`config.mk`:
```
export PLATFORM = sky130hd
export DESIGN_NAME = sfh_back
export DESIGN_NICKNAME = d
export VERILOG_FILES = /design/src/rtl/sharpen_filter_with_luma_histogram_unit_defines.svh /design/src/rtl/sfh_pkg.sv /design/src/rtl/sfh_back.sv
export SDC_FILE = /design/constraint.sdc
export NUM_CORES = 1
export LEC_CHECK = 0
export BUFFER_PORTS_ARGS = -buffer_cell sky130_fd_sc_hd__clkbuf_2
export CAP_MARGIN = 20
export CORE_MARGIN = 5
export CORE_UTILIZATION = 30
export CTS_CLUSTER_SIZE = 25
export DETAILED_ROUTE_END_ITERATION = 8
export SYNTH_ARGS = -nofsm -noshare
export SYNTH_HDL_FRONTEND = slang
export SYNTH_SLANG_ARGS = --single-unit
export TNS_END_PERCENT = 1
```
`constraint.sdc`:
```
create_clock -name clk -period 6.8 [get_ports clk]
set_clock_uncertainty 0.2 [all_clocks]
set_input_delay 0.34 -clock clk [delete_from_list [all_inputs] [get_ports clk]]
set_output_delay 0.34 -clock clk [all_outputs]
set_load 0.01 [all_outputs]
```
`src/rtl/sharpen_filter_with_luma_histogram_unit_defines.svh`:
```
// Assertion macros for the sharpen filter with luma histogram.
// Uses the clk and arst_n names of the module that includes this header.
`ifndef SHARPEN_FILTER_WITH_LUMA_HISTOGRAM_UNIT_DEFINES_SVH
`define SHARPEN_FILTER_WITH_LUMA_HISTOGRAM_UNIT_DEFINES_SVH

// Same-cycle implication, checked out of reset.
`define SFH_ASSERT_NOW(lbl, ante, cons, msg) \
	lbl: assert property (@(posedge clk) disable iff (!arst_n) (ante) |-> (cons)) \
		else $error(msg);

// Next-cycle implication, checked out of reset.
`define SFH_ASSERT_NEXT(lbl, ante, cons, msg) \
	lbl: assert property (@(posedge clk) disable iff (!arst_n) (ante) |=> (cons)) \
		else $error(msg);

`endif

```
`src/rtl/sfh_pkg.sv`:
```
// Shared types and constants of the sharpen filter with luma histogram.
// No dependencies; imported by every module of the block.
`timescale 1ns / 1ps

package sfh_pkg;

	localparam int PIX_W      = 8;
	localparam int PIX_MAX    = 255;
	localparam int CENTER_GAIN = 5;
	localparam int MIN_DIM    = 3;

	localparam int IMG_W_W    = 11;
	localparam int IMG_H_W    = 13;
	localparam int CFG_IDX_W  = 1;
	localparam int CFG_DATA_W = 13;
	localparam logic [IMG_W_W-1:0] IMG_W_RESET = 11'd640;
	localparam logic [IMG_H_W-1:0] IMG_H_RESET = 13'd480;

	localparam logic [CFG_IDX_W-1:0] REG_IMAGE_WIDTH  = 1'b0;
	localparam logic [CFG_IDX_W-1:0] REG_IMAGE_HEIGHT = 1'b1;

	localparam int JOB_DEPTH = 4;

	// luma = round((2126 R + 7152 G + 722 B) / 10000); the weighted sum tops out
	// at 2550000, which fits 22 bits.
	localparam int WT_R   = 2126;
	localparam int WT_G   = 7152;
	localparam int WT_B   = 722;
	localparam int LUMA_W = 22;
	localparam int LUMA_SCALE = 1000;
	localparam int LUMA_DIGIT = 10;
	localparam int LUMA_HALF  = 5;

	// round(sum / 10000) < L  <=>  sum < (10 L - 5) * 1000, so the bins come
	// straight from the weighted sum with no divider.
	localparam logic [LUMA_W-1:0] LUMA_TH0 = LUMA_W'((51 * LUMA_DIGIT - LUMA_HALF) * LUMA_SCALE);
	localparam logic [LUMA_W-1:0] LUMA_TH1 = LUMA_W'((102 * LUMA_DIGIT - LUMA_HALF) * LUMA_SCALE);
	localparam logic [LUMA_W-1:0] LUMA_TH2 = LUMA_W'((153 * LUMA_DIGIT - LUMA_HALF) * LUMA_SCALE);
	localparam logic [LUMA_W-1:0] LUMA_TH3 = LUMA_W'((204 * LUMA_DIGIT - LUMA_HALF) * LUMA_SCALE);

	localparam int BIN_W    = 3;
	localparam int NUM_BINS = 5;
	localparam logic [BIN_W-1:0] BIN_0 = 3'd0;
	localparam logic [BIN_W-1:0] BIN_1 = 3'd1;
	localparam logic [BIN_W-1:0] BIN_2 = 3'd2;
	localparam logic [BIN_W-1:0] BIN_3 = 3'd3;
	localparam logic [BIN_W-1:0] BIN_4 = 3'd4;

	localparam int CNT_W = 23;
	localparam logic [CNT_W-1:0] CNT_MAX = '1;

	typedef struct packed {
		logic [PIX_W-1:0] r;
		logic [PIX_W-1:0] g;
		logic [PIX_W-1:0] b;
	} rgb_t;

	// One accepted pixel, classified: what it releases and the window it needs.
	typedef struct packed {
		logic clr;    // first pixel of a frame: bins restart
		logic emit1;  // releases the pixel one row up
		logic sharp;  // that pixel is interior and gets filtered
		logic emit2;  // last row: releases itself too
		logic last;   // last column
		rgb_t up;
		rgb_t left;
		rgb_t mid;
		rgb_t right;
		rgb_t down;
	} job_t;

endpackage

```
`src/rtl/sfh_back.sv`:
```
// Back of the filter: result serializer, sharpen, luma, binning, result register.
// Depends on sfh_pkg.
`timescale 1ns / 1ps

module sfh_back import sfh_pkg::*; (
	input  logic             clk,
	input  logic             arst_n,
	input  job_t             job,
	input  logic             job_valid,
	output logic             job_take,
	input  logic             pop,
	output logic             empty,
	output logic [PIX_W-1:0] out_r,
	output logic [PIX_W-1:0] out_g,
	output logic [PIX_W-1:0] out_b,
	output logic [BIN_W-1:0] grey_bin,
	output logic             frame_last,
	output logic [CNT_W-1:0] bin0_count,
	output logic [CNT_W-1:0] bin1_count,
	output logic [CNT_W-1:0] bin2_count,
	output logic [CNT_W-1:0] bin3_count,
	output logic [CNT_W-1:0] bin4_count
);

	typedef struct packed {
		logic live;
		logic vld;
		logic clr;
		logic last;
	} ctl_t;

	function automatic logic [PIX_W-1:0] sharp_ch(input logic [PIX_W-1:0] c,
		input logic [PIX_W-1:0] l, input logic [PIX_W-1:0] r,
		input logic [PIX_W-1:0] u, input logic [PIX_W-1:0] d);
		logic signed [11:0] gain;
		logic signed [11:0] lim;
		logic signed [11:0] v;
		gain = 12'(CENTER_GAIN);
		lim  = 12'(PIX_MAX);
		v = gain * $signed(12'(c)) - $signed(12'(l)) - $signed(12'(r))
			- $signed(12'(u)) - $signed(12'(d));
		if (v < 12'sd0) begin
			return '0;
		end else if (v > lim) begin
			return PIX_W'(PIX_MAX);
		end
		return v[PIX_W-1:0];
	endfunction

	logic adv, take, phase_q, phase_d;
	ctl_t ctl_d, ctl_s1, ctl_s2, ctl_s3;
	logic sharp_d, sharp_s1;
	rgb_t mid_d;
	rgb_t up_s1, left_s1, mid_s1, right_s1, down_s1;
	rgb_t pix_s2, pix_s3, pix_f;
	logic [LUMA_W-1:0] luma_s3;
	logic [BIN_W-1:0]  bin_d;
	logic [CNT_W-1:0]  cnt_q [NUM_BINS];
	logic [CNT_W-1:0]  cnt_d [NUM_BINS];
	logic [CNT_W-1:0]  base;
	logic              out_vld_q, out_last_q;
	rgb_t              out_pix_q;
	logic [BIN_W-1:0]  out_bin_q;

	assign adv   = !out_vld_q || pop;
	assign empty = !out_vld_q;

	// one job gives up to two results: the pixel above, then on the last row itself
	always_comb begin
		ctl_d   = '0;
		sharp_d = 1'b0;
		mid_d   = job.mid;
		take    = 1'b0;
		phase_d = phase_q;
		if (job_valid) begin
			if (!phase_q && job.emit1) begin
				ctl_d.live = 1'b1;
				ctl_d.vld  = 1'b1;
				ctl_d.clr  = job.clr;
				sharp_d    = job.sharp;
				if (job.emit2) begin
					phase_d = 1'b1;
				end else begin
					take = 1'b1;
				end
			end else begin
				// also a bubble that only carries the bin clear
				ctl_d.live = 1'b1;
				ctl_d.vld  = job.emit2;
				ctl_d.clr  = job.clr && !phase_q;
				ctl_d.last = job.last;
				mid_d      = job.down;
				take       = 1'b1;
				phase_d    = 1'b0;
			end
		end
	end

	assign job_take = adv && take;

	always_comb begin
		pix_f.r = sharp_ch(mid_s1.r, left_s1.r, right_s1.r, up_s1.r, down_s1.r);
		pix_f.g = sharp_ch(mid_s1.g, left_s1.g, right_s1.g, up_s1.g, down_s1.g);
		pix_f.b = sharp_ch(mid_s1.b, left_s1.b, right_s1.b, up_s1.b, down_s1.b);
	end

	always_comb begin
		if (luma_s3 < LUMA_TH0) begin
			bin_d = BIN_0;
		end else if (luma_s3 < LUMA_TH1) begin
			bin_d = BIN_1;
		end else if (luma_s3 < LUMA_TH2) begin
			bin_d = BIN_2;
		end else if (luma_s3 < LUMA_TH3) begin
			bin_d = BIN_3;
		end else begin
			bin_d = BIN_4;
		end
	end

	always_comb begin
		base = '0;
		for (int i = 0; i < NUM_BINS; i++) begin
			base = ctl_s3.clr ? '0 : cnt_q[i];
			if (ctl_s3.vld && (bin_d == BIN_W'(i)) && (base != CNT_MAX)) begin
				cnt_d[i] = base + CNT_W'(1);
			end else begin
				cnt_d[i] = base;
			end
		end
	end

	always_ff @(posedge clk) begin
		if (adv) begin
			sharp_s1 <= sharp_d;
			up_s1    <= job.up;
			left_s1  <= job.left;
			mid_s1   <= mid_d;
			right_s1 <= job.right;
			down_s1  <= job.down;
			pix_s2   <= sharp_s1 ? pix_f : mid_s1;
			pix_s3   <= pix_s2;
			luma_s3  <= LUMA_W'(WT_R) * LUMA_W'(pix_s2.r)
				+ LUMA_W'(WT_G) * LUMA_W'(pix_s2.g)
				+ LUMA_W'(WT_B) * LUMA_W'(pix_s2.b);
			if (ctl_s3.vld) begin
				out_pix_q  <= pix_s3;
				out_bin_q  <= bin_d;
				out_last_q <= ctl_s3.last;
			end
		end
	end

	always_ff @(posedge clk or negedge arst_n) begin
		if (!arst_n) begin
			phase_q   <= 1'b0;
			ctl_s1    <= '0;
			ctl_s2    <= '0;
			ctl_s3    <= '0;
			out_vld_q <= 1'b0;
			for (int i = 0; i < NUM_BINS; i++) begin
				cnt_q[i] <= '0;
			end
		end else if (adv) begin
			phase_q   <= phase_d;
			ctl_s1    <= ctl_d;
			ctl_s2    <= ctl_s1;
			ctl_s3    <= ctl_s2;
			out_vld_q <= ctl_s3.vld;
			if (ctl_s3.live) begin
				for (int i = 0; i < NUM_BINS; i++) begin
					cnt_q[i] <= cnt_d[i];
				end
			end
		end
	end

	// counts only move when the result register reloads or, on a frame-start clear, empties, so they track it
	assign out_r      = out_pix_q.r;
	assign out_g      = out_pix_q.g;
	assign out_b      = out_pix_q.b;
	assign grey_bin   = out_bin_q;
	assign frame_last = out_last_q;
	assign bin0_count = cnt_q[0];
	assign bin1_count = cnt_q[1];
	assign bin2_count = cnt_q[2];
	assign bin3_count = cnt_q[3];
	assign bin4_count = cnt_q[4];

endmodule
```
==> results of run 1 <==
[metal layers]
metal,track usage (%),wire [µm]
met4,3.20,1260
met3,2.56,2880
met5,0,0
met1,17.2,24800
met2,23.3,28300
[cell usage in the layout (no fill, tap or decap), types with 11 or more instances in the layout]
cell,count
a21o_1,18
a21oi_1,65
and3_1,19
buf_4,33
clkbuf_16,48
clkbuf_2,272
dfrtp_1,128
dlygate4sd3_1,129
edfxtp_1,216
fa_1,154
ha_1,222
inv_1,408
mux2_2,24
nand2_1,218
nand2b_1,13
nand3_1,78
nand4_1,32
nor2_1,88
nor2b_1,25
nor3_1,18
o211ai_1,12
o21a_1,11
o21ai_0,74
o21ai_1,14
o22ai_1,13
xnor2_1,66
xor2_1,85
[kinds of logic after synthesis]
group	count (synthesis)	share of synthesized area [%]
and+or+nand+nor	583	12.7
buffers and inverters	448	7.10
adders and majority gates	376	24.4
DFF	345	40.5
AOI/OAI and AO/OA	297	8.17
xor gates and xnor gates	151	5.52
muxes	33	1.50
[registers in the layout, summed over array words and instances, names as in the netlist]
register / flops
frame_last: 1
out_b: 8
out_g: 8
grey_bin: 3
mid_s1: 24
right_s1: 24
bin1_count: 23
pix_s2: 24
out_vld_q: 1
pix_s3: 24
out_r: 8
up_s1: 24
left_s1: 24
bin0_count: 23
bin2_count: 23
ctl_s3: 4
ctl_s2: 4
bin4_count: 23
luma_s3: 19
down_s1: 24
ctl_s1: 4
phase_q: 1
sharp_s1: 1
bin3_count: 23
[worst min path at each step]
stage | slack (ps) | startpoint | cells past startpoint | end
6_report | 50 | pop | 5 | ctl_s3[0]$_DFFE_PN0N_
5_1_grt | 40 | pop | 5 | ctl_s2[0]$_DFFE_PN0N_
4_1_cts | 20 | pop | 5 | ctl_s3[0]$_DFFE_PN0N_
3_5_place_dp | 200 | pix_s3[6]$_DFFE_PN_ | 0 | out_b[6]$_DFFE_PP_
3_3_place_gp | 200 | pix_s3[1]$_DFFE_PN_ | 0 | out_b[1]$_DFFE_PP_
2_1_floorplan | -160 | arst_n | 0 | bin0_count[0]$_DFFE_PN0P_
[worst max-delay path, stage by stage (launching register included)]
cell,delay (ps)
edfxtp_1,460
fa_1,590
fa_1,430
ha_1,290
inv_1,50
fa_1,530
inv_1,50
ha_1,300
inv_1,60
o21bai_1,110
a2111oi_2,370
buf_4,160
nor2_1,50
a21o_1,180
a21oi_1,180
xor2_1,110
fa_1,540
inv_1,40
ha_1,340
a21oi_2,210
nor4b_4,280
a21oi_2,110
o21ai_2,160
a21boi_2,80
mux2i_1,160
o211ai_1,110
[repair_timing]
item,in CTS,in global routing
setup endpoints to repair,0,4
hold buffers,129,0
resized for setup,0,13
hold endpoints to repair,181,0
setup buffers,0,1
[metrics by stage]
step	worst slack, ps	hold slack [ps]	instance area [µm²]	utilization (%)	cells
CTS	11.3	15.8	29600	37.5	3764
finish	384	54.2	29700	37.6	3766
global route	5.69	43.7	29700	37.6	3766
global placement	145	203	26800	33.8	3551
floorplan	34.7	-156	24000	-	2233
detailed placement	37.4	205	26800	33.8	3551
[final cells by class]
type / instances / area share, %
clock buffers: 57 / 4.22
multi-input cells: 1440 / 42.5
well taps: 1050 / 4.42
repair buffers: 435 / 9.85
clock inverters: 27 / 1.11
flip-flops and latches: 345 / 32.7
inverters: 412 / 5.23
==> results.py, run 1 <==
metrics = {
    "status": {
        "status": "finished, final reports clean",
    },
    "setup_path": {
        "cp.arrival_ps": 6520,
        "r2r-start": "pix_s2[21]$_DFFE_PN_",
        "rrSetupSlack_ps": 380,
        "worstPathRequired_ps": 6900,
        "start_kind": "flip-flop",
        "r2r_end": "luma_s3[20]$_DFFE_PN_",
        "startpoint": "pix_s2[21]$_DFFE_PN_",
        "cp-endpoint": "luma_s3[20]$_DFFE_PN_",
        "worstSetupPathType": "flip-flop to flip-flop",
        "cp_max_fo": 4,
        "worstRegToRegCells": 25,
        "worst_setup_path_end_kind": "flip-flop",
    },
    "route": {
        "routedWlPerCell_um": 15.2,
        "via_per_inst": 4.51,
        "drt-total-wl_mm": 57.2,
        "ant_nets": 0,
        "first_pass_iters": 5,
        "drc": 0,
        "vias": 17000,
        "drt-initial-drc-count": 659,
    },
    "sta": {
        "tightest_slew_ps": 952,
        "max_freq_ghz": 0.156,
        "fin_tns_setup_ps": 0,
        "fin_crit_sh_pct": 94.4,
        "slew-limit-headroom_pct": 36.5,
        "final_hold_viol_count": 0,
        "rsz0062_at_grt": "no",
        "drv_slew": 0,
        "setup-violations-final": 0,
        "fin_crit_ps": 6420,
    },
    "cts": {
        "clk_latency_ps": 570,
        "cts_num_sinks": 345,
        "htreeDepth": 2,
        "cts_made_buffers": 45,
        "ctsRootBufferMaster": "clkbuf_16",
        "tritoncts": "done",
        "cts_buffer_depth": 3,
        "clkSlewWorstSetupHoldPaths_ps": 60,
    },
    "synth": {
        "synth_seq_cells": 345,
        "yosysTopAreaCell": "edfxtp_1",
        "synthFlopType": "edfxtp_1",
        "synth-edff-count": 216,
        "synth_top_area_share_pct": 27.1,
        "synthCells": 2233,
        "yosysWarnings": 0,
        "synth-seq-area-share_pct": 40.5,
        "yosysMostFrequentCell": "inv_1",
        "synth_nets": 2738,
        "syn_avg_cell_area_um2": 10.7,
        "synthTopCellsByCount": "408 x inv_1, 222 x ha_1, 219 x nand2_1",
        "ys_types": 96,
        "synth_area_um2": 24000,
        "yosys-top-cells-area": "edfxtp_1 27%, dfrtp_1 13%, fa_1 13%, ha_1 12%, inv_1 6.4%",
        "synth-async-reset-ratio_pct": 37.4,
    },
    "final_layout": {
        "drive_above_1_share_pct": 17.7,
        "num_antenna_cells": 0,
        "syn2layout_area_growth_pct": 24.0,
        "fill_cells": 7751,
        "final_net_count": 3184,
        "seqCellArea_um2": 9720,
        "multi_input_area_um2": 12600,
    },
    "placement": {
        "dpl.hpwl_mm": 42.1,
        "port_buffers": 273,
        "gp_congestion": 0.845,
    },
    "grt": {
        "grt_pass1_wl_mm": 93.3,
        "grt_max_degree": 75,
        "antenna_found_initial": 0,
        "grt_util_all_layers_pct": 13.3,
        "grt_pass1_vias": 17500,
        "globalRoute.totalOverflow": 0,
    },
    "floorplan": {
        "coreArea_um2": 79100,
        "die-height_um": 293,
        "num_rows": 103,
        "pin_count": 274,
        "dieArea_um2": 85700,
        "die_w_um": 293,
        "start_util_pct": 30.3,
    },
    "flow_run": {
        "cap_violations": 0,
    },
    "min_path": {
        "min-delay-path-class": "input pin to flip-flop",
    },
}
Power of run 1 is left out: the tool's default activity adds up to more than one toggle a clock period on the data nets, which glitch-free logic cannot reach.
==> inputs of run 2 (changes only) <==
--- a/config.mk
+++ b/config.mk
@@ -5,12 +5,12 @@
 export SDC_FILE = /design/constraint.sdc
 export NUM_CORES = 1
 export LEC_CHECK = 0
-export BUFFER_PORTS_ARGS = -buffer_cell sky130_fd_sc_hd__clkbuf_2
 export CAP_MARGIN = 20
 export CORE_MARGIN = 5
 export CORE_UTILIZATION = 30
 export CTS_CLUSTER_SIZE = 25
 export DETAILED_ROUTE_END_ITERATION = 8
+export DONT_BUFFER_PORTS = 1
 export SYNTH_ARGS = -nofsm -noshare
 export SYNTH_HDL_FRONTEND = slang
 export SYNTH_SLANG_ARGS = --single-unit
==> run 2 against run 1 <==
  * First-iteration DRC count down 7.6%
  * Largest cell class unchanged
  * Flip-flop and latch count unchanged
  * Critical path type unchanged
  * Via count down 6.2%
  * Highest routed layer unchanged
  * Cell area down 5.0%
  * Register-to-register slack worse by 20 ps
  * Utilization down 1.9 points
==> results.py, run 2 (synthesis results as in run 1) <==
metrics = {
    "cts": {
        "cts_num_sinks": 345,
        "cts_made_buffers": 44,
        "cts_buffer_depth": 3,
        "clkSlewWorstSetupHoldPaths_ps": 60,
        "ctsRootBufferMaster": "clkbuf_16",
        "tritoncts": "done",
        "clk_latency_ps": 570,
        "htreeDepth": 2,
    },
    "setup_path": {
        "worstSetupPathType": "flip-flop to flip-flop",
        "cp.arrival_ps": 6570,
        "worstPathRequired_ps": 6930,
        "slowest_stage": "fa_1",
        "worst_setup_path_end_kind": "flip-flop",
        "max_stage_delay_ps": 600,
        "worstRegToRegCells": 25,
        "path_buf_inv": 6,
        "start_kind": "flip-flop",
        "rrSetupSlack_ps": 370,
        "r2r_end": "luma_s3[21]$_DFFE_PN_",
        "r2r-start": "pix_s2[21]$_DFFE_PN_",
        "path_delay_family": "adder cells",
        "cp_max_fo": 4,
    },
    "route": {
        "routedWlPerCell_um": 16.1,
        "via_per_inst": 4.57,
        "drt-total-wl_mm": 56.2,
        "drc": 0,
        "first_pass_iters": 5,
        "drt-initial-drc-count": 609,
        "vias": 15900,
        "ant_nets": 0,
    },
    "min_path": {
        "min-delay-path-class": "input pin to flip-flop",
        "hold_end": "sharp_s1$_SDFFCE_PN0N_",
        "hold_depth": 2,
        "worstHoldStart": "job[123]",
    },
    "sta": {
        "slew-limit-headroom_pct": 38.5,
        "rsz0062_at_grt": "no",
        "fin_crit_ps": 6430,
        "fin_tns_setup_ps": 0,
        "drv_slew": 0,
        "final_hold_viol_count": 0,
        "fin_crit_sh_pct": 94.6,
        "setup-violations-final": 0,
        "max_freq_ghz": 0.155,
        "tightest_slew_ps": 922,
    },
    "final_layout": {
        "utilization_pct": 35.7,
        "final_net_count": 2908,
        "layout_common_cells": "408 x inv_1, 222 x ha_1, 218 x nand2_1",
        "multi_input_area_um2": 12600,
        "num_antenna_cells": 0,
        "final_common_cell": "inv_1",
        "fill_cells": 7864,
        "drive_above_1_share_pct": 8.08,
        "finalNonFillerCells": 3488,
        "syn2layout_area_growth_pct": 17.8,
        "seqCellArea_um2": 9720,
    },
    "grt": {
        "grt_util_all_layers_pct": 12.9,
        "grt_pass1_vias": 16400,
        "antenna_found_initial": 0,
        "globalRoute.totalOverflow": 0,
        "grt_pass1_wl_mm": 89.9,
        "grt_max_degree": 130,
    },
    "placement": {
        "place_inst": 3274,
        "gp_congestion": 0.827,
        "dpl.hpwl_mm": 41.2,
        "port_buffers": 0,
    },
    "status": {
        "status": "finished, final reports clean",
    },
    "flow_run": {
        "cap_violations": 0,
    },
    "floorplan": {
        "start_util_pct": 30.3,
        "num_rows": 103,
        "die-height_um": 293,
        "die_w_um": 293,
        "pin_count": 274,
        "dieArea_um2": 85700,
        "coreArea_um2": 79100,
    },
}
run 2: cell count changes in the layout (fill, tap and decap cells not counted), sizes merged:
cell,change
dlygate4sd3,+2
inv,-3
bufinv,-2
buf,-5
clkinvlp,+1
clkinv,-1
clkbuf,-270
run 2: worst max path at each step:
| stage | from | to | depth (start not counted) |
|---|---|---|---|
| 2_1_floorplan | out_vld_q$_DFFE_PN0N_ | ctl_s3[1]$_DFFE_PN0N_ | 4 |
| 3_3_place_gp | pix_s2[21]$_DFFE_PN_ | luma_s3[20]$_DFFE_PN_ | 25 |
| 3_5_place_dp | pix_s2[21]$_DFFE_PN_ | luma_s3[20]$_DFFE_PN_ | 25 |
| 4_1_cts | pix_s2[21]$_DFFE_PN_ | luma_s3[20]$_DFFE_PN_ | 25 |
| 5_1_grt | pix_s2[21]$_DFFE_PN_ | luma_s3[20]$_DFFE_PN_ | 25 |
| 6_report | pix_s2[21]$_DFFE_PN_ | luma_s3[21]$_DFFE_PN_ | 25 |
run 2: what timing repair did:
action	in CTS	in global routing
hold endpoints to repair	260	0
hold buffers	132	0
pin swaps	0	3
setup endpoints to repair	1	4
gates resized for setup	1	12
setup buffers	0	1
run 2: worst reg2reg max path, delay by kind of cell (launching register included):
family	cells	cell delay [ps]
fa+ha+maj	7	3050
simple gates	3	170
flops	1	450
buf+inv	6	540
compound gates	8	1680
xor+xnor	1	120
run 2: layout make-up:
type,count,area share (%)
multi-input combinational,1440,44.7
sequential,345,34.4
inverter,412,5.50
timing repair buffer,160,5.48
tap,1050,4.65
clock buffer,59,4.35
clock inverter,22,0.899
run 2: through the flow:
stage,setup WS [ps],area [µm²],hold WS (ps)
after global placement,143,25400,-152
after CTS,39.4,28200,41.2
after floorplan,34.7,24000,-156
final,366,28200,74.1
after global routing,41.8,28200,56.1
after detailed placement,-31.7,25400,-152
run 2: metal layers:
metal	global-route usage, %	up-vias	routed length, µm	share of wire, %
li1	-	7863	-	-
met1	15.6	7669	22900	41
met2	23.0	326	28000	50
met3	3.78	65	4190	7.5
met4	2.62	0	1010	1.8
met5	0	-	0	0
Power of run 2 is left out for the same reason.
