**src/rtl/sharpen_filter_with_luma_histogram_unit_defines.svh**
```systemverilog
// Assertion macros for the sharpen filter with luma histogram.
// Uses the clk and arst_n names of the module that includes this header.
`ifndef SHARPEN_FILTER_WITH_LUMA_HISTOGRAM_UNIT_DEFINES_SVH
`define SHARPEN_FILTER_WITH_LUMA_HISTOGRAM_UNIT_DEFINES_SVH

// Same-cycle implication, checked out of reset.
`define SFH_ASSERT_NOW(lbl, ante, cons, msg) \
	lbl: assert property (@(posedge clk) disable iff (!arst_n) (ante) |-> (cons)) \
		else $error(msg);

// Next-cycle implication, checked out of reset.
`define SFH_ASSERT_NEXT(lbl, ante, cons, msg) \
	lbl: assert property (@(posedge clk) disable iff (!arst_n) (ante) |=> (cons)) \
		else $error(msg);

`endif

```
**src/rtl/sfh_pkg.sv**
```systemverilog
// Shared types and constants of the sharpen filter with luma histogram.
// No dependencies; imported by every module of the block.
`timescale 1ns / 1ps

package sfh_pkg;

	localparam int PIX_W      = 8;
	localparam int PIX_MAX    = 255;
	localparam int CENTER_GAIN = 5;
	localparam int MIN_DIM    = 3;

	localparam int IMG_W_W    = 11;
	localparam int IMG_H_W    = 13;
	localparam int CFG_IDX_W  = 1;
	localparam int CFG_DATA_W = 13;
	localparam logic [IMG_W_W-1:0] IMG_W_RESET = 11'd640;
	localparam logic [IMG_H_W-1:0] IMG_H_RESET = 13'd480;

	localparam logic [CFG_IDX_W-1:0] REG_IMAGE_WIDTH  = 1'b0;
	localparam logic [CFG_IDX_W-1:0] REG_IMAGE_HEIGHT = 1'b1;

	localparam int JOB_DEPTH = 4;

	// luma = round((2126 R + 7152 G + 722 B) / 10000); the weighted sum tops out
	// at 2550000, which fits 22 bits.
	localparam int WT_R   = 2126;
	localparam int WT_G   = 7152;
	localparam int WT_B   = 722;
	localparam int LUMA_W = 22;
	localparam int LUMA_SCALE = 1000;
	localparam int LUMA_DIGIT = 10;
	localparam int LUMA_HALF  = 5;

	// round(sum / 10000) < L  <=>  sum < (10 L - 5) * 1000, so the bins come
	// straight from the weighted sum with no divider.
	localparam logic [LUMA_W-1:0] LUMA_TH0 = LUMA_W'((51 * LUMA_DIGIT - LUMA_HALF) * LUMA_SCALE);
	localparam logic [LUMA_W-1:0] LUMA_TH1 = LUMA_W'((102 * LUMA_DIGIT - LUMA_HALF) * LUMA_SCALE);
	localparam logic [LUMA_W-1:0] LUMA_TH2 = LUMA_W'((153 * LUMA_DIGIT - LUMA_HALF) * LUMA_SCALE);
	localparam logic [LUMA_W-1:0] LUMA_TH3 = LUMA_W'((204 * LUMA_DIGIT - LUMA_HALF) * LUMA_SCALE);

	localparam int BIN_W    = 3;
	localparam int NUM_BINS = 5;
	localparam logic [BIN_W-1:0] BIN_0 = 3'd0;
	localparam logic [BIN_W-1:0] BIN_1 = 3'd1;
	localparam logic [BIN_W-1:0] BIN_2 = 3'd2;
	localparam logic [BIN_W-1:0] BIN_3 = 3'd3;
	localparam logic [BIN_W-1:0] BIN_4 = 3'd4;

	localparam int CNT_W = 23;
	localparam logic [CNT_W-1:0] CNT_MAX = '1;

	typedef struct packed {
		logic [PIX_W-1:0] r;
		logic [PIX_W-1:0] g;
		logic [PIX_W-1:0] b;
	} rgb_t;

	// One accepted pixel, classified: what it releases and the window it needs.
	typedef struct packed {
		logic clr;    // first pixel of a frame: bins restart
		logic emit1;  // releases the pixel one row up
		logic sharp;  // that pixel is interior and gets filtered
		logic emit2;  // last row: releases itself too
		logic last;   // last column
		rgb_t up;
		rgb_t left;
		rgb_t mid;
		rgb_t right;
		rgb_t down;
	} job_t;

endpackage

```
**src/rtl/sfh_fifo.sv**
```systemverilog
// Short job queue between the front and the back of the filter.
// Depends on sfh_pkg for job_t.
`timescale 1ns / 1ps

module sfh_fifo import sfh_pkg::*; #(
	parameter int DEPTH = 4
) (
	input  logic clk,
	input  logic arst_n,
	input  logic wr,
	input  job_t wdata,
	output logic full,
	input  logic rd,
	output job_t rdata,
	output logic avail
);

	localparam int PW = (DEPTH > 1) ? $clog2(DEPTH) : 1;
	localparam int CW = $clog2(DEPTH + 1);

	job_t            mem_q [DEPTH];
	logic [PW-1:0]   wp_q;
	logic [PW-1:0]   rp_q;
	logic [CW-1:0]   cnt_q;

	always_ff @(posedge clk) begin
		if (wr) begin
			mem_q[wp_q] <= wdata;
		end
	end

	always_ff @(posedge clk or negedge arst_n) begin
		if (!arst_n) begin
			wp_q  <= '0;
			rp_q  <= '0;
			cnt_q <= '0;
		end else begin
			if (wr) begin
				wp_q <= (wp_q == PW'(DEPTH - 1)) ? '0 : wp_q + PW'(1);
			end
			if (rd) begin
				rp_q <= (rp_q == PW'(DEPTH - 1)) ? '0 : rp_q + PW'(1);
			end
			if (wr && !rd) begin
				cnt_q <= cnt_q + CW'(1);
			end else if (!wr && rd) begin
				cnt_q <= cnt_q - CW'(1);
			end
		end
	end

	assign rdata = mem_q[rp_q];
	assign full  = (cnt_q == CW'(DEPTH));
	assign avail = (cnt_q != '0);

endmodule

```
**config.mk**
```make
export PLATFORM = sky130hd
export DESIGN_NAME = sfh_fifo
export DESIGN_NICKNAME = d
export VERILOG_FILES = /design/src/rtl/sharpen_filter_with_luma_histogram_unit_defines.svh /design/src/rtl/sfh_pkg.sv /design/src/rtl/sfh_fifo.sv
export SDC_FILE = /design/constraint.sdc
export NUM_CORES = 1
export LEC_CHECK = 0
export ABC_AREA = 1
export BUFFER_PORTS_ARGS = -buffer_cell sky130_fd_sc_hd__buf_2
export CORE_ASPECT_RATIO = 0.6
export CORE_MARGIN = 4
export CORE_UTILIZATION = 58
export CTS_CLUSTER_DIAMETER = 60
export DETAILED_ROUTE_END_ITERATION = 8
export PLACE_DENSITY_LB_ADDON = 0.25
export SLEW_MARGIN = 20
export SYNTH_ARGS = -nofsm -noshare
export SYNTH_HDL_FRONTEND = slang
export SYNTH_SLANG_ARGS = --single-unit
```
**constraint.sdc**
```tcl
create_clock -name clk -period 4.9 [get_ports clk]
set_clock_uncertainty 0.1 [all_clocks]
set_input_delay 0.245 -clock clk [delete_from_list [all_inputs] [get_ports clk]]
set_output_delay 0.245 -clock clk [all_outputs]
set_load 0.05 [all_outputs]
```
==> results.md, run 1 <==
* Dpl cells at 2,159
* RSZ-0062 raised after global routing: false
* Buffer count from post-CTS setup fixing at 0
* Top delay family on crit path: buffers and inverters
* Clock transition at the registers of the reported paths at 0.07 ns
* Critical Path AT at 3.04 ns
* Crit-path max cell delay at 0.73 ns
* Met2 Routed Length at 20,400 um
* Row count at 52
* Core footprint at 0.0342 mm^2
* Reg2reg setup slack at 2.48 ns
* Leading area contributor after synthesis: edfxtp_1
* Vias in the first global route at 12,100
* Switching share of power at 43.3%
* Num CTS Buffers at 45
* Crit path cell chain: inv_4 -> buf_4 -> o211ai_1 -> nand2_1 -> buf_2
* Worst path buffer plus inverter count at 3
* WL final at 42,200 um
* First-pass GRT wire length at 66,000 um
* # setup viols final at 0
* Post-route ant nets at 0
* Slew headroom at 30.2%
* Endpoint class of the critical path: output port
* Highest routed metal layer: met5
* # clock sinks at 507
* Max VDD drop at 575 uV
* Min cycle time layout at 3.38 ns
* WP data required at 4.55 ns
* Critical path class: flip-flop to output port
* Layout area overhead at 19.5%
* Iteration-0 DRC count of the detailed router at 908
* Yosys warns at 0
* Yosys reg bits at 507
* Int Pwr at 8.66 mW
* Post-route clock period utilization at 69.0%
* Vias/cell at 5.20
* Router iterations before antenna repair at 5
* Combinational fraction of design power at 41.3%
* Layout Nets at 2,012
* Worst path slowest cell: dfrtp_4
* Root buffer cell: clkbuf_16
* Hold Crit Depth at 2
* Worst Setup Start Kind: flip-flop
* IO buf count at 255
* Met1 Routed Length at 18,400 um
* Fin. Hold Viols at 0
* RR Endpoint: mem_q[2][34]$_DFFE_PP_
* Clk buf depth at 3
* Final GP Congestion at 0.761
* Pin count of the biggest net entering global routing at 153
* Die area at 0.0382 mm^2
* Yosys cell types at 19
* Clock share of power at 20.9%
* Post-route setup slack at 1.52 ns
* Fin cells at 2,364
* Final Max Slew Viols at 0
* Top-area cell type share of the netlist area at 73.9%
* Seq/Total Area, Yosys at 74.7%
* Placed wire-length estimate at 23,400 um
* Detail Route met3 WL at 2400 um
* Worst Tran Pin Value at 1.05 ns
* Grt total ovfl at 0
* Setup crit end: rdata[5]
* Syn Nets at 1,647
* Crit path max fanout at 66
* CTS tree: built
* Largest cells by area after synthesis: edfxtp_1 74%, o211ai_1 9.2%, nand2_1 7.2%, inv_1 4.8%, buf_6 2.0%
* R2R cell count at 5
* Initial antenna violation count at 2
* Crit path launch: rp_q[1]$_DFFE_PN0P_
* Syn Inst Count at 1,511
* Switch Pwr at 6.61 mW
* Worst-Skew Late Latency at 0.53 ns
* Placement Setup Slack at 2.02 ns
* Sequential group share of total power at 37.9%
* Outcome: finished, final reports clean
* Crit. path cell count at 5
* Syn_area_per_cell at 13.5 um^2
* WL/cell at 17.8 um
* Height of the die at 153 um
* Drt drc at 0
* Via count at 12,300
* HP Class: input port to flip-flop
* Mapped Area at 0.0203 mm^2
* Number of H-tree levels at 2
* P per Cell Area at 629 mW/mm^2
* Gr usage total at 21.7%
* Setup_tns at 0 ns
* R2r startpoint: wp_q[0]$_DFFE_PN0P_
* Max-cap viol count at 0
* Max Clk Rate at 0.296 GHz
* Initial Util at 59.5%
* Die Span X at 250 um
* Layout cells sized above 1 at 17.4%
* P_leak at 9.83 nW
* Ports at 256
==> worst reg2reg max path, stage by stage (launching register included) <==
cell and delay (ns):
dfrtp_1 0.40, inv_1 0.11, ha_1 0.15, nand2_1 0.10
inv_6 0.61, buf_4 0.59
==> layout by cell type (no fill, tap or decap), drive strengths merged <==
| cell | netlist | final |
|---|---|---|
| edfxtp | 500 | 500 |
| nand2 | 391 | 391 |
| buf | 82 | 271 |
| inv | 263 | 264 |
| o211ai | 250 | 250 |
| dlygate4sd3 | 0 | 129 |
| clkbuf | 0 | 56 |
| clkinv | 0 | 17 |
| dfrtp | 7 | 7 |
| ha | 6 | 6 |
| o21ai | 4 | 4 |
| nor2 | 3 | 3 |
| diode | 0 | 1 |
| nor3 | 1 | 1 |
| xnor2 | 1 | 1 |
| nand3 | 1 | 1 |
| nand4 | 1 | 1 |
| fa | 1 | 1 |
| bufinv | 0 | 1 |
==> flip-flops by register name (all words and copies together), names as in the netlist <==
signal,count
rp_q,2
cnt_q,3
wp_q,2
mem_q,500
==> cell type report <==
cell class              count  area [um^2]
diodes                      1         2.50
clock buffers              56         1170
clock inverters            19          111
fillers                  2263         9870
inverters                 263         1020
multi-input cells         659         3500
flip-flops and latches    507        15200
well taps                 459          574
repair buffers            400         2730
==> what timing repair did <==
| item | in CTS | in global routing |
|---|---|---|
| resized for setup | 0 | 0 |
| hold buffers | 129 | 0 |
| endpoints found under the hold margin | 511 | 0 |
==> power groups by stage <==
| stage | Combinational (mW) | Sequential [mW] | Clock (mW) |
|---|---|---|---|
| floorplan | 4.99 | 5.84 | 0 |
| global placement | 6.18 | 5.85 | 0 |
| detailed placement | 6.24 | 5.88 | 0 |
| CTS | 6.34 | 5.79 | 3.25 |
| global route | 6.75 | 5.84 | 3.44 |
| finish | 6.30 | 5.79 | 3.18 |
==> per-stage QoR <==
stage / hold WS, ns / cell area [um^2] / power (mW) / util (%)
after global placement: -0.00819 / 21700 / 12.0 / 63.6
after CTS: 0.321 / 24300 / 15.4 / 71.1
after global routing: 0.339 / 24300 / 16.0 / 71.1
after detailed placement: -0.00574 / 21700 / 12.1 / 63.6
after floorplan: -0.151 / 20300 / 10.8 / -
final: 0.344 / 24300 / 15.3 / 71.1
==> logic make-up (layout without fill, tap and decap cells) <==
logic type | after synthesis | after routing | share of synthesized area, %
compound gates | 254 | 254 | 9.33
xor+xnor | 1 | 1 | 0.0431
fa+ha+maj | 7 | 7 | 0.468
buf+inv | 345 | 738 | 8.09
flops | 507 | 507 | 74.7
other cells | 0 | 1 | 0
simple gates | 397 | 397 | 7.35
==> synth_stat cells (all sizes together) <==
master	n
dfrtp	7
nand2	391
inv	263
o211ai	250
nand4	1
xnor2	1
nand3	1
nor2	3
o21ai	4
ha	6
fa	1
nor3	1
edfxtp	500
buf	82
==> metal layers <==
metal  up-vias  global-route usage [%]
met5         -                       0
met4         2                    6.08
met3        70                    4.16
met2       351                    35.4
met1      5833                    30.7
li1       6025                       -
==> worst min path at each step <==
stage / start / end / slack [ns]
floorplan: arst_n / cnt_q[0]$_DFFE_PN0P_ / -0.15
global placement: arst_n / cnt_q[1]$_DFFE_PN0P_ / -0.008
detailed placement: arst_n / cnt_q[1]$_DFFE_PN0P_ / -0.006
CTS: wdata[63] / mem_q[3][63]$_DFFE_PP_ / 0.32
global route: wdata[73] / mem_q[1][73]$_DFFE_PP_ / 0.34
finish: wdata[62] / mem_q[0][62]$_DFFE_PP_ / 0.34
(Power assumes the default switching activity.)
==> inputs of run 2 (changes only) <==
--- a/config.mk
+++ b/config.mk
@@ -9,7 +9,7 @@
 export BUFFER_PORTS_ARGS = -buffer_cell sky130_fd_sc_hd__buf_2
 export CORE_ASPECT_RATIO = 0.6
 export CORE_MARGIN = 4
-export CORE_UTILIZATION = 58
+export CORE_UTILIZATION = 52
 export CTS_CLUSTER_DIAMETER = 60
 export DETAILED_ROUTE_END_ITERATION = 8
 export PLACE_DENSITY_LB_ADDON = 0.25
==> constraint.sdc (replaced) <==
create_clock -name clk -period 3 [get_ports clk]
set_clock_uncertainty 0.1 [all_clocks]
set_input_delay 0.15 -clock clk [delete_from_list [all_inputs] [get_ports clk]]
set_output_delay 0.15 -clock clk [all_outputs]
set_load 0.05 [all_outputs]
==> results.md, run 2 (synthesis results as in run 1) <==
* # setup viols final at 0
* Crit path max fanout at 79
* P_leak at 9.97 nW
* R2r startpoint: wp_q[1]$_DFFE_PN0P_
* Critical path class: flip-flop to output port
* WL/cell at 16.9 um
* Core footprint at 0.0381 mm^2
* Crit path cell chain: inv_8 -> buf_4 -> nand2_1 -> o211ai_1 -> nand2_1 -> buf_2
* RSZ-0062 raised after global routing: false
* Reg2reg setup slack at 1.14 ns
* Outcome: finished, final reports clean
* Crit path launch: rp_q[0]$_DFFE_PN0P_
* Iteration-0 DRC count of the detailed router at 782
* HP Class: input port to flip-flop
* Top reg by flops: mem_q
* Clock transition at the registers of the reported paths at 0.06 ns
* Layout cells sized above 1 at 18.4%
* First-pass GRT wire length at 65,400 um
* Fill cells at 2,787
* Final Max Slew Viols at 0
* Clk buf depth at 3
* Max VDD drop at 799 uV
* Hold path endpoint: mem_q[2][86]$_DFFE_PP_
* Ports at 256
* Post-route setup slack at 0.387 ns
* Slew headroom at 52.7%
* Max-cap viol count at 0
* Met1 Use GR at 26.2%
* Worst-Skew Late Latency at 0.53 ns
* Post-route clock period utilization at 87.1%
* Layout Nets at 2,019
* P per Cell Area at 1030 mW/mm^2
* IO buf count at 255
* Router iterations before antenna repair at 5
* Worst Tran Pin Value at 0.709 ns
* Crit-path max cell delay at 0.46 ns
* WL final at 41,000 um
* Layout area overhead at 21.6%
* Pin count of the biggest net entering global routing at 127
* RR Endpoint: mem_q[0][23]$_DFFE_PP_
* Vias in the first global route at 12,100
* Post-route ant nets at 0
* Initial Util at 53.3%
* Number of H-tree levels at 2
* Crit-path most repeated cell: nand2_1
* CTS resizes at 0
* Drt drc at 0
* R2R cell count at 5
* Register area at 0.0152 mm^2
* Final GP Congestion at 0.748
* CTS tree: built
* Min cycle time layout at 2.61 ns
* GRT busiest layer: met2
* GR Layer Usage met2 at 32.2%
* Dpl cells at 2,219
* Die Span X at 263 um
* Hold Crit Depth at 2
* WP data required at 2.75 ns
* Initial antenna violation count at 2
* Global Route met3 Usage at 3.67%
* Placed wire-length estimate at 22,900 um
* Gr usage total at 19.1%
* Height of the die at 161 um
* Commonest non-fill, non-tap cell in the layout: edfxtp_1
* Via count at 12,200
* Root buffer cell: clkbuf_16
* Row count at 55
* Hold path startpoint: wdata[86]
* Most frequent cells in the layout: 500 x edfxtp_1, 387 x nand2_1, 256 x inv_1, 255 x buf_2, 250 x o211ai_1
* Fin. Hold Viols at 0
* Footprint of the multi-input gates at 0.00351 mm^2
* # clock sinks at 507
* Max Clk Rate at 0.383 GHz
* Grt total ovfl at 0
* Endpoint class of the critical path: output port
* Die area at 0.0424 mm^2
* Worst path slowest cell: dfrtp_1
* Critical Path AT at 2.36 ns
* Fin cells at 2,435
* Vias/cell at 5.00
* Largest register FFs at 500
* Placement Setup Slack at 0.939 ns
* Worst Setup Start Kind: flip-flop
* Total Power at 25.6 mW
* Num CTS Buffers at 46
* Top Registers: mem_q (500), cnt_q (3)
## run 2: cell count changes in the layout (fill, tap and decap cells not counted), moves of 2 or more
cell	previous run	this run
clkinvlp_4	0	5
nand2_1	391	387
bufinv_16	1	5
clkbuf_1	11	13
nand2_2	0	4
buf_4	13	10
clkinv_2	7	10
clkinv_1	10	7
buf_12	3	12
clkbuf_16	45	47
inv_6	5	1
## run 2: worst max path at each step
| stage | to | slack, ns | cells after the start |
|---|---|---|---|
| finish | rdata[3] | 0.39 | 6 |
| global route | rdata[92] | 0.22 | 6 |
| CTS | rdata[2] | 0.33 | 5 |
| detailed placement | rdata[101] | 0.94 | 5 |
| global placement | rdata[97] | 0.95 | 5 |
| floorplan | mem_q[0][0]$_DFFE_PP_ | -0.02 | 4 |
## run 2: layer usage
layer / share of wire, % / routed length, um
met1: 45 / 18300
met2: 48 / 19800
met3: 5.3 / 2160
met4: 1.9 / 788
met5: 0 / 0
## run 2: timing repair
item	4_1_cts	5_1_grt
hold buffers	129	0
endpoints found under the hold margin	513	0
buffers inserted	0	0
## run 2: critical path: cells and delay by family, from the launching register on
family	cells	cell delay, ns
flops	1	0.46
compound gates	1	0.13
buf+inv	3	1.04
simple gates	2	0.19
## run 2: power breakdown
group          switching (mW)  internal [mW]  leakage (nW)  total [mW]
Clock                    2.42           3.32         0.724        5.74
Combinational            8.11           2.37          4.57        10.5
Sequential              0.272           9.07          4.68        9.34
Total                    10.8           14.8          9.97        25.6
## run 2: per-stage QoR
step | hold WS, ns | TNS [ns] | area (um^2) | util [%]
global route | 0.238 | 0 | 24700 | 64.8
global placement | -0.100 | 0 | 21900 | 57.6
floorplan | -0.246 | -10.23 | 20400 | -
CTS | 0.222 | 0 | 24700 | 64.8
finish | 0.251 | 0 | 24700 | 64.8
detailed placement | -0.0973 | 0 | 21900 | 57.6
## run 2: final cells by class
| cell class | instances | area share, % |
|---|---|---|
| Sequential cell | 507 | 61.5 |
| Timing Repair Buffer | 406 | 11.7 |
| Inverter | 263 | 4.10 |
| Antenna cell | 2 | 0.0202 |
| Tap cell | 513 | 2.60 |
| Multi-Input combinational cell | 659 | 14.2 |
| Clock inverter | 25 | 1.02 |
| Clock buffer | 60 | 4.96 |
==> inputs of run 3 (changes only) <==
--- a/config.mk
+++ b/config.mk
@@ -6,12 +6,12 @@
 export NUM_CORES = 1
 export LEC_CHECK = 0
 export ABC_AREA = 1
-export BUFFER_PORTS_ARGS = -buffer_cell sky130_fd_sc_hd__buf_2
 export CORE_ASPECT_RATIO = 0.6
 export CORE_MARGIN = 4
-export CORE_UTILIZATION = 52
+export CORE_UTILIZATION = 57
 export CTS_CLUSTER_DIAMETER = 60
 export DETAILED_ROUTE_END_ITERATION = 8
+export DONT_BUFFER_PORTS = 1
 export PLACE_DENSITY_LB_ADDON = 0.25
 export SLEW_MARGIN = 20
 export SYNTH_ARGS = -nofsm -noshare
==> results.md, run 3 (synthesis results as in run 1) <==
* Final GP Congestion at 0.764
* Critical path class: flip-flop to output port
* Initial Util at 58.0%
* Largest register FFs at 500
* Top Registers: mem_q (500), cnt_q (3)
* Drt drc at 0
* Slew headroom at 52.4%
* Endpoint class of the critical path: output port
* Vias in the first global route at 11,000
* IO buf count at 0
* Switching share of power at 43.5%
* Switch Pwr at 10.7 mW
* Pin count of the biggest net entering global routing at 105
* Met1 Use GR at 28.8%
* HP Class: input port to flip-flop
* Global Route met3 Usage at 4.86%
* Via count at 11,400
* Max VDD drop at 736 uV
* Post-route setup slack at 0.302 ns
* First-pass GRT wire length at 62,900 um
* Critical Path AT at 2.45 ns
* Combinational fraction of design power at 39.2%
* Top reg by flops: mem_q
* Crit-path max cell delay at 0.45 ns
* Core footprint at 0.0351 mm^2
* Placed wire-length estimate at 22,600 um
* Router iterations before antenna repair at 4
* Iteration-0 DRC count of the detailed router at 804
* P per Cell Area at 1050 mW/mm^2
* # clock sinks at 507
* Int Pwr at 13.8 mW
* Num CTS Buffers at 46
* CTS resizes at 0
* Clk buf depth at 3
* Clock share of power at 22.5%
* WP data required at 2.75 ns
* RSZ-0062 raised after global routing: false
* Crit path cell chain: inv_8 -> buf_12 -> nand2_1 -> o211ai_1 -> nand2_1
* Post-route clock period utilization at 89.9%
* Die Span X at 252 um
* WL final at 39,700 um
* WL/cell at 18.6 um
* Commonest non-fill, non-tap cell in the layout: edfxtp_1
* Worst Tran Pin Value at 0.714 ns
* Final Max Slew Viols at 0
* Worst Setup Start Kind: flip-flop
* Layout cells sized above 1 at 6.35%
* Fin. Hold Viols at 0
* Initial antenna violation count at 1
* Vias/cell at 5.31
* Final core occ at 66.8%
* Row count at 53
* Worst path slowest cell: dfrtp_1
* Post-route ant nets at 0
* GRT busiest layer: met2
* Top delay family on crit path: buffers and inverters
* Min cycle time layout at 2.70 ns
* Height of the die at 154 um
* Max-cap viol count at 0
* Layout area overhead at 15.2%
* Max Clk Rate at 0.371 GHz
* Sequential group share of total power at 38.3%
* Outcome: finished, final reports clean
* Root buffer cell: clkbuf_16
* CTS tree: built
* P_leak at 8.98 nW
* GR Layer Usage met2 at 33.0%
* Crit path max fanout at 104
* Clock transition at the registers of the reported paths at 0.07 ns
* Ports at 256
* Grt total ovfl at 0
* Worst path buffer plus inverter count at 2
* Gr usage total at 20.4%
* Crit-path most repeated cell: nand2_1
* Worst-Skew Late Latency at 0.55 ns
* Most frequent cells in the layout: 500 x edfxtp_1, 387 x nand2_1, 256 x inv_1, 250 x o211ai_1, 129 x dlygate4sd3_1
* Number of H-tree levels at 2
* Die area at 0.0389 mm^2
* Layout Nets at 1,774
* Placement Setup Slack at 0.893 ns
* # setup viols final at 0
## run 3: power by group through the flow
stage	clock, mW	combinational, mW	sequential [mW]
floorplan	0	8.17	9.49
global placement	0	9.38	9.51
detailed placement	0	9.47	9.54
CTS	5.65	9.70	9.39
global route	5.99	10.3	9.48
finish	5.51	9.60	9.39
## run 3: layout make-up
| type | instances | area (um^2) |
|---|---|---|
| Tap cell | 467 | 584 |
| Inverter | 263 | 1010 |
| Timing Repair Buffer | 161 | 1720 |
| Antenna cell | 2 | 5.00 |
| Multi-Input combinational cell | 659 | 3510 |
| Clock inverter | 26 | 229 |
| Clock buffer | 53 | 1180 |
| Fill cell | 2346 | 11700 |
| Sequential cell | 507 | 15200 |
## run 3: path summary, 6_finish.rpt
kind / start / endpoint / slack [ns] / cells after the start
max in group asynchronous: arst_n / rp_q[1]$_DFFE_PN0P_ / 2.11 / 2
hold / removal: wr / mem_q[0][93]$_DFFE_PP_ / 0.07 / 3
hold reg to reg: cnt_q[2]$_DFFE_PN0P_ / cnt_q[2]$_DFFE_PN0P_ / 0.39 / 2
setup / recovery: rp_q[0]$_DFFE_PN0P_ / rdata[37] / 0.30 / 5
setup reg to reg: wp_q[0]$_DFFE_PN0P_ / mem_q[2][63]$_DFFE_PP_ / 1.07 / 5
min in group asynchronous: arst_n / cnt_q[2]$_DFFE_PN0P_ / 0.39 / 2
## run 3: repair_timing
item | CTS | global route
hold endpoints to repair | 514 | 0
buffers inserted | 0 | 0
hold buffers | 129 | 0
## run 3: through the flow
step / std cells / total power, mW / area (um^2) / hold slack [ns] / TNS, ns
floorplan: 1511 / 17.7 / 20400 / -0.246 / -10.23
global placement: 1928 / 18.9 / 20700 / -0.245 / 0
detailed placement: 1928 / 19.0 / 20700 / -0.245 / 0
CTS: 2136 / 24.7 / 23400 / 0.0834 / 0
global route: 2137 / 25.7 / 23400 / 0.0752 / 0
finish: 2138 / 24.5 / 23400 / 0.0720 / 0
## run 3: per-layer routing
metal | wire length (um) | share of wire (%) | vias up
met2 | 18800 | 47 | 300
met4 | 668 | 1.7 | 0
li1 | - | - | 5559
met1 | 17500 | 44 | 5444
met3 | 2700 | 6.8 | 59
met5 | 0 | 0 | -
## run 3: worst min-delay path, stage by stage
cell and delay, ns:
nand2_2 0.05, clkinvlp_4 0.11, buf_12 0.24
